**src/sv/thi_pkg.sv**
```systemverilog
// shared types, constants and helpers for the trigram hash indexer
// depends on nothing; thi_dp, thi_ctrl and the top level use it by scoped names
package thi_pkg;

	// table geometry, capacity must be a power of two
	localparam int TABLE_SLOTS = 4096;
	localparam int SLOT_W      = $clog2(TABLE_SLOTS);

	typedef logic [SLOT_W-1:0] slot_t;

	localparam slot_t SLOT_MAX = slot_t'(TABLE_SLOTS - 1);

	// item opcodes
	typedef enum logic [1:0] {
		OP_PUSH  = 2'd0,
		OP_READ  = 2'd1,
		OP_CLEAR = 2'd2,
		OP_NOP   = 2'd3
	} opcode_t;

	// input item
	typedef struct packed {
		opcode_t     opcode;
		logic [7:0]  data_byte;
		logic        last_byte;
		logic [11:0] slot_index;
	} in_item_t;

	// result item
	typedef struct packed {
		logic        occupied;
		logic [23:0] trigram;
		logic [7:0]  follow_mask;
		logic [7:0]  place_mask;
		logic        status;
	} out_item_t;

	// one table slot as kept in memory
	typedef struct packed {
		logic        valid;
		logic [23:0] key;
		logic [7:0]  follow;
		logic [7:0]  place;
	} slot_entry_t;

	localparam int ENTRY_W = $bits(slot_entry_t);

	// controller states
	typedef enum logic [3:0] {
		ST_INIT_SWEEP,
		ST_IDLE,
		ST_DECODE,
		ST_TAIL,
		ST_PROBE,
		ST_CHECK,
		ST_READ_WAIT,
		ST_CLEAR_SWEEP,
		ST_FINISH
	} state_t;

	// controller to datapath
	typedef struct packed {
		logic accept;
		logic shift;
		logic load_ins1;
		logic load_ins2;
		logic restart;
		logic probe_start;
		logic probe_step;
		logic read_issue;
		logic read_capture;
		logic sweep;
	} ctrl_cmd_t;

	// datapath to controller
	typedef struct packed {
		opcode_t op;
		logic    seen_full;
		logic    last;
		logic    hit;
		logic    probe_last;
		logic    sweep_last;
	} dp_status_t;

	// home slot: the key xored with itself shifted right by one and by two bytes, masked to the table
	function automatic slot_t slot_hash(input logic [23:0] k);
		logic [23:0] x;
		x = (k >> 16) ^ (k >> 8) ^ k;
		return x[SLOT_W-1:0];
	endfunction

endpackage

```
**src/sv/thi_ctrl.sv**
```systemverilog
// controller state machine for the trigram hash indexer
// depends on thi_pkg
module thi_ctrl (
	input  logic                 clk,
	input  logic                 arst_n,
	input  logic                 start,
	input  thi_pkg::dp_status_t  sts,
	output thi_pkg::ctrl_cmd_t   cmd,
	output logic                 busy,
	output logic                 done
);

	thi_pkg::state_t state_q;
	thi_pkg::state_t state_d;

	// state register, reset enters the table clearing pass
	always_ff @(posedge clk or negedge arst_n) begin
		if (!arst_n) begin
			state_q <= thi_pkg::ST_INIT_SWEEP;
		end else begin
			state_q <= state_d;
		end
	end

	// next state and commands
	always_comb begin
		state_d = state_q;
		cmd     = '0;
		unique case (state_q)
			thi_pkg::ST_INIT_SWEEP: begin
				cmd.sweep = 1'b1;
				if (sts.sweep_last) begin
					state_d = thi_pkg::ST_IDLE;
				end
			end
			thi_pkg::ST_IDLE: begin
				if (start) begin
					cmd.accept = 1'b1;
					state_d    = thi_pkg::ST_DECODE;
				end
			end
			thi_pkg::ST_DECODE: begin
				unique case (sts.op)
					thi_pkg::OP_PUSH: begin
						cmd.shift = 1'b1;
						if (sts.seen_full) begin
							cmd.load_ins1 = 1'b1;
							state_d       = thi_pkg::ST_PROBE;
						end else begin
							state_d = thi_pkg::ST_TAIL;
						end
					end
					thi_pkg::OP_READ: begin
						cmd.read_issue = 1'b1;
						state_d        = thi_pkg::ST_READ_WAIT;
					end
					thi_pkg::OP_CLEAR: begin
						cmd.restart = 1'b1;
						state_d     = thi_pkg::ST_CLEAR_SWEEP;
					end
					default: begin
						state_d = thi_pkg::ST_FINISH;
					end
				endcase
			end
			// last byte: restart the stream and queue the final trigram if three bytes were seen; other bytes finish
			thi_pkg::ST_TAIL: begin
				if (sts.last) begin
					cmd.restart = 1'b1;
					if (sts.seen_full) begin
						cmd.load_ins2 = 1'b1;
						state_d       = thi_pkg::ST_PROBE;
					end else begin
						state_d = thi_pkg::ST_FINISH;
					end
				end else begin
					state_d = thi_pkg::ST_FINISH;
				end
			end
			thi_pkg::ST_PROBE: begin
				cmd.probe_start = 1'b1;
				state_d         = thi_pkg::ST_CHECK;
			end
			// one slot per cycle until free, matching, or the table is exhausted
			thi_pkg::ST_CHECK: begin
				cmd.probe_step = 1'b1;
				if (sts.hit || sts.probe_last) begin
					state_d = thi_pkg::ST_TAIL;
				end
			end
			thi_pkg::ST_READ_WAIT: begin
				cmd.read_capture = 1'b1;
				state_d          = thi_pkg::ST_FINISH;
			end
			thi_pkg::ST_CLEAR_SWEEP: begin
				cmd.sweep = 1'b1;
				if (sts.sweep_last) begin
					state_d = thi_pkg::ST_FINISH;
				end
			end
			thi_pkg::ST_FINISH: begin
				state_d = thi_pkg::ST_IDLE;
			end
			default: begin
				state_d = thi_pkg::ST_IDLE;
			end
		endcase
	end

	assign busy = state_q != thi_pkg::ST_IDLE;
	assign done = state_q == thi_pkg::ST_FINISH;

	// an accepted item is decoded in the next cycle
	a_accept_decode: assert property (@(posedge clk) disable iff (!arst_n)
		state_q == thi_pkg::ST_IDLE && start |=> state_q == thi_pkg::ST_DECODE)
		else $error("accepted item not decoded");

	// a result is shown for one cycle, then the block is free again
	a_finish_once: assert property (@(posedge clk) disable iff (!arst_n)
		done |=> !done && !busy)
		else $error("result strobe not followed by idle");

	// a successful probe always returns to the tail step
	a_hit_tail: assert property (@(posedge clk) disable iff (!arst_n)
		state_q == thi_pkg::ST_CHECK && sts.hit |=> state_q == thi_pkg::ST_TAIL)
		else $error("probe hit did not end the insert");

endmodule

```
**config.mk**
```make
export PLATFORM = sky130hd
export DESIGN_NAME = thi_ctrl
export DESIGN_NICKNAME = d
export VERILOG_FILES = /design/src/sv/thi_pkg.sv /design/src/sv/thi_ctrl.sv
export SDC_FILE = /design/constraint.sdc
export NUM_CORES = 1
export LEC_CHECK = 0
export BUFFER_PORTS_ARGS = -buffer_cell sky130_fd_sc_hd__buf_2
export CAP_MARGIN = 20
export CORE_AREA = 2 2 39 41
export CTS_CLUSTER_DIAMETER = 60
export DETAILED_ROUTE_END_ITERATION = 7
export DIE_AREA = 0 0 41 43
export PLACE_DENSITY = 0.81
export SLEW_MARGIN = 30
export SYNTH_ARGS = -nofsm -noshare
export SYNTH_HDL_FRONTEND = slang
export SYNTH_SLANG_ARGS = --single-unit
```
**constraint.sdc**
```tcl
create_clock -name clk -period 1.31 [get_ports clk]
set_input_delay 0.0655 -clock clk [delete_from_list [all_inputs] [get_ports clk]]
set_output_delay 0.0655 -clock clk [all_outputs]
set_load 0.03 [all_outputs]
```
==> results.yml <==
cells_and_area:
  n_fill_cell: 128
  reg.largest.list: "state_q (4)"
  regMostFlops: "state_q"
  drive_gt1_frac: 0.5851
  largest_reg_flops: 4
  nets: 110
  antenna_cells: 0
  areaGrowthSynthToFinish_pct: 66.91
route:
  route.antenna.remaining_nets: 0
  vias_per_cell: 5.555
  first_pass_iters: 6
  num_vias: 611
  post_drt_wl_per_cell_um: 13.87
  drtIter0Drc: 12
  drt-total-wl_mm: 1.526
  drc: 0
synth:
  synth_top_area_frac: 0.1946
  syn-cell-area_sq_um: 514.2
  yosys.area.top_type: "dfrtp_1"
  syn_nets: 77
  synth-edff-count: 0
  synth_common_cells: "a21oi_1, nand2_1"
  synth_area_per_cell_sq_um: 8.163
  syn_inst: 63
  ys_seq_area_frac: 0.1946
  synth.distinct_cells: 30
  yosysWarnings: 0
  ys_ff_latch: 4
  yosys-top-cells-area: "dfrtp_1, ha_1, a21oi_1, nor4b_4, buf_6"
  ys.flop_type: "dfrtp_1"
  synth_async_sr_flop_share: 1.000
sta:
  finalWorstSetupSlack_ns: -0.2014
  slew-limit-headroom: 0.7660
  setup_tns_ns: -2.114
  worst_pin_slew_ns: 0.3495
  finalHoldViolations: 0
  rsz0062_at_grt: "yes"
  fin_worst_hold_slack_ns: 0.08522
  min_period_ns: 1.511
  fin_skew_ns: 0.007034
  post-route-period-util: 1.154
  slew_violations: 0
  fmax_mhz: 661.6
  setup_viol: 16
clocking:
  cts-root-buf: "clkbuf_4"
  ctsHtreeMaxLevel: 1
  path_clk_slew_ns: 0.04
  clock-sinks: 4
  tritoncts: "done"
  worstSkewPairLatency_ns: 0.25
  cts_made_buffers: 3
  clockBufferDepth: 2
worst_setup_path:
  reg2reg_slack_ns: -0.13
  path_class: "reg2out"
  required_ns: 1.24
  worstReg2RegStart: "state_q[0]"
  crit_path_top_delay_cell: "dfrtp_2"
  path_cells: "buf_4 > buf_6 > mux2i_1 > nor4b_2 > buf_4"
  r2r_end: "state_q[0]"
  cpPeakStageDelay_ns: 0.41
  end_kind: "output port"
  critPathBufInv: 3
  cp_data_arrival_time_ns: 1.45
  start_kind: "register"
  crit_top_cell: "buf_4"
  crit_family: "buffers and inverters"
  r2r_cells: 6
  path_max_fanout: 3
die:
  die-area_sq_um: 1763
  die_h_um: 43
  io-pin-count: 22
  core-area_sq_um: 1384
  row_count: 14
  chipWidth_um: 41
  start_util: 0.3716
worst_hold_path:
  min_from: "sts[0]"
  holdPathStages: 2
  holdPathEnd: "state_q[1]"
  min_path_type: "in2reg"
global_route:
  track_usage: 0.2113
  grt_pass1_vias: 612
  grt_max_degree: 12
  grt_overflow: 0
  grt_pass1_wl_mm: 2.511
  antenna_found_initial: 0
power_and_ir_drop:
  sw_frac_of_total: 0.4654
  p_per_area_nw_per_um2: 1952
  power_frac_comb: 0.771
  seq_power_share: 0.133
  max-vdd-ir-drop_uv: 734.9
  p_clk_frac: 0.096
  p_switching_mw: 0.7798
  intPower_mw: 0.8958
  p_leak_nw: 0.3872
place:
  dp_hpwl_mm: 1.091
  gp_congestion: 0.7883
  io_buffers: 21
run_status:
  status: "complete, but fails checks"
  violations: "negative setup slack"
run:
  cap_violations: 0
[layout make-up]
cell class,instances,area (sq um),share of cell area
clock buffer,3,22.52,0.02624
inverter,4,15.01,0.01749
multi-input combinational,51,444.2,0.5175
sequential,4,102.6,0.1195
tap,16,20.02,0.02332
timing repair buffer,32,254.0,0.2959
[cells in the final DEF (no fill, tap or decap), drive strengths merged, types with 3 or more instances in the layout]
cell type  Yosys  routed
inv            4       4
ha             4       4
nor2           4       4
o21ai          3       3
a21oi          6       6
buf            3      31
clkbuf         1       3
nand2          6       6
and3           3       3
nor3b          3       3
dfrtp          4       4
[worst reg2reg max path, cell delays in order, from the launching register on]
cell and delay [ns]:
dfrtp_2 0.41, buf_4 0.15, and2b_2 0.22, buf_4 0.15
a31oi_4 0.14, nand2_2 0.09, a2bb2oi_1 0.15
[worst max-delay path by stage]
| stage | startpoint | depth (start not counted) | slack (ns) | endpoint |
|---|---|---|---|---|
| 4_1_cts | state_q[2] | 3 | -0.19 | cmd[7] |
| 3_5_place_dp | state_q[0] | 3 | -0.09 | state_q[1] |
| 2_1_floorplan | state_q[3] | 5 | -0.13 | state_q[2] |
| 6_report | state_q[0] | 5 | -0.20 | cmd[5] |
| 3_3_place_gp | state_q[0] | 3 | -0.03 | state_q[1] |
| 5_1_grt | state_q[3] | 3 | -0.27 | cmd[7] |
[power groups by stage]
stage	clock (mW)	combinational, mW	sequential, mW
3_5_place_dp	0	0.960	0.224
2_1_floorplan	0	0.711	0.206
5_1_grt	0.162	1.38	0.229
6_report	0.160	1.29	0.223
3_3_place_gp	0	0.936	0.221
4_1_cts	0.159	1.16	0.233
[routing by layer]
layer	global-route usage	vias to the layer above	routed length, um
met5	0	-	0
met4	0.1600	0	74
met3	0.04188	9	100
met2	0.3188	32	764
met1	0.2460	277	586
li1	-	293	-
[what timing repair did]
item                                    4_1_cts  5_1_grt
hold buffers                                  1        0
endpoints found under the setup margin       15       16
pin swaps                                     2        4
buffers inserted                              1        1
hold endpoints to repair                      4        0
gates resized for setup                      21       15
[logic make-up (layout without fill, tap and decap cells)]
group | count (synthesis) | count (layout) | share of synthesized area
buffers and inverters | 8 | 39 | 0.1095
muxes | 1 | 1 | 0.01947
DFF | 4 | 4 | 0.1947
AOI/OAI and AO/OA | 15 | 15 | 0.1776
adders and majority gates | 4 | 4 | 0.09733
and+or+nand+nor | 31 | 31 | 0.4014
[through the flow]
step / utilization / cell area (sq um) / setup WS [ns] / total power, mW / instances
after global placement: 0.5000 / 691.9 / -0.03486 / 1.157 / 104
after CTS: 0.5805 / 803.3 / -0.1904 / 1.547 / 109
final: 0.6203 / 858.3 / -0.2014 / 1.676 / 110
after global routing: 0.6203 / 858.3 / -0.2680 / 1.775 / 110
after detailed placement: 0.5000 / 691.9 / -0.08852 / 1.183 / 104
after floorplan: - / 548.0 / -0.1266 / 0.9171 / 63
Note: power is estimated with default switching activity, not from simulation.
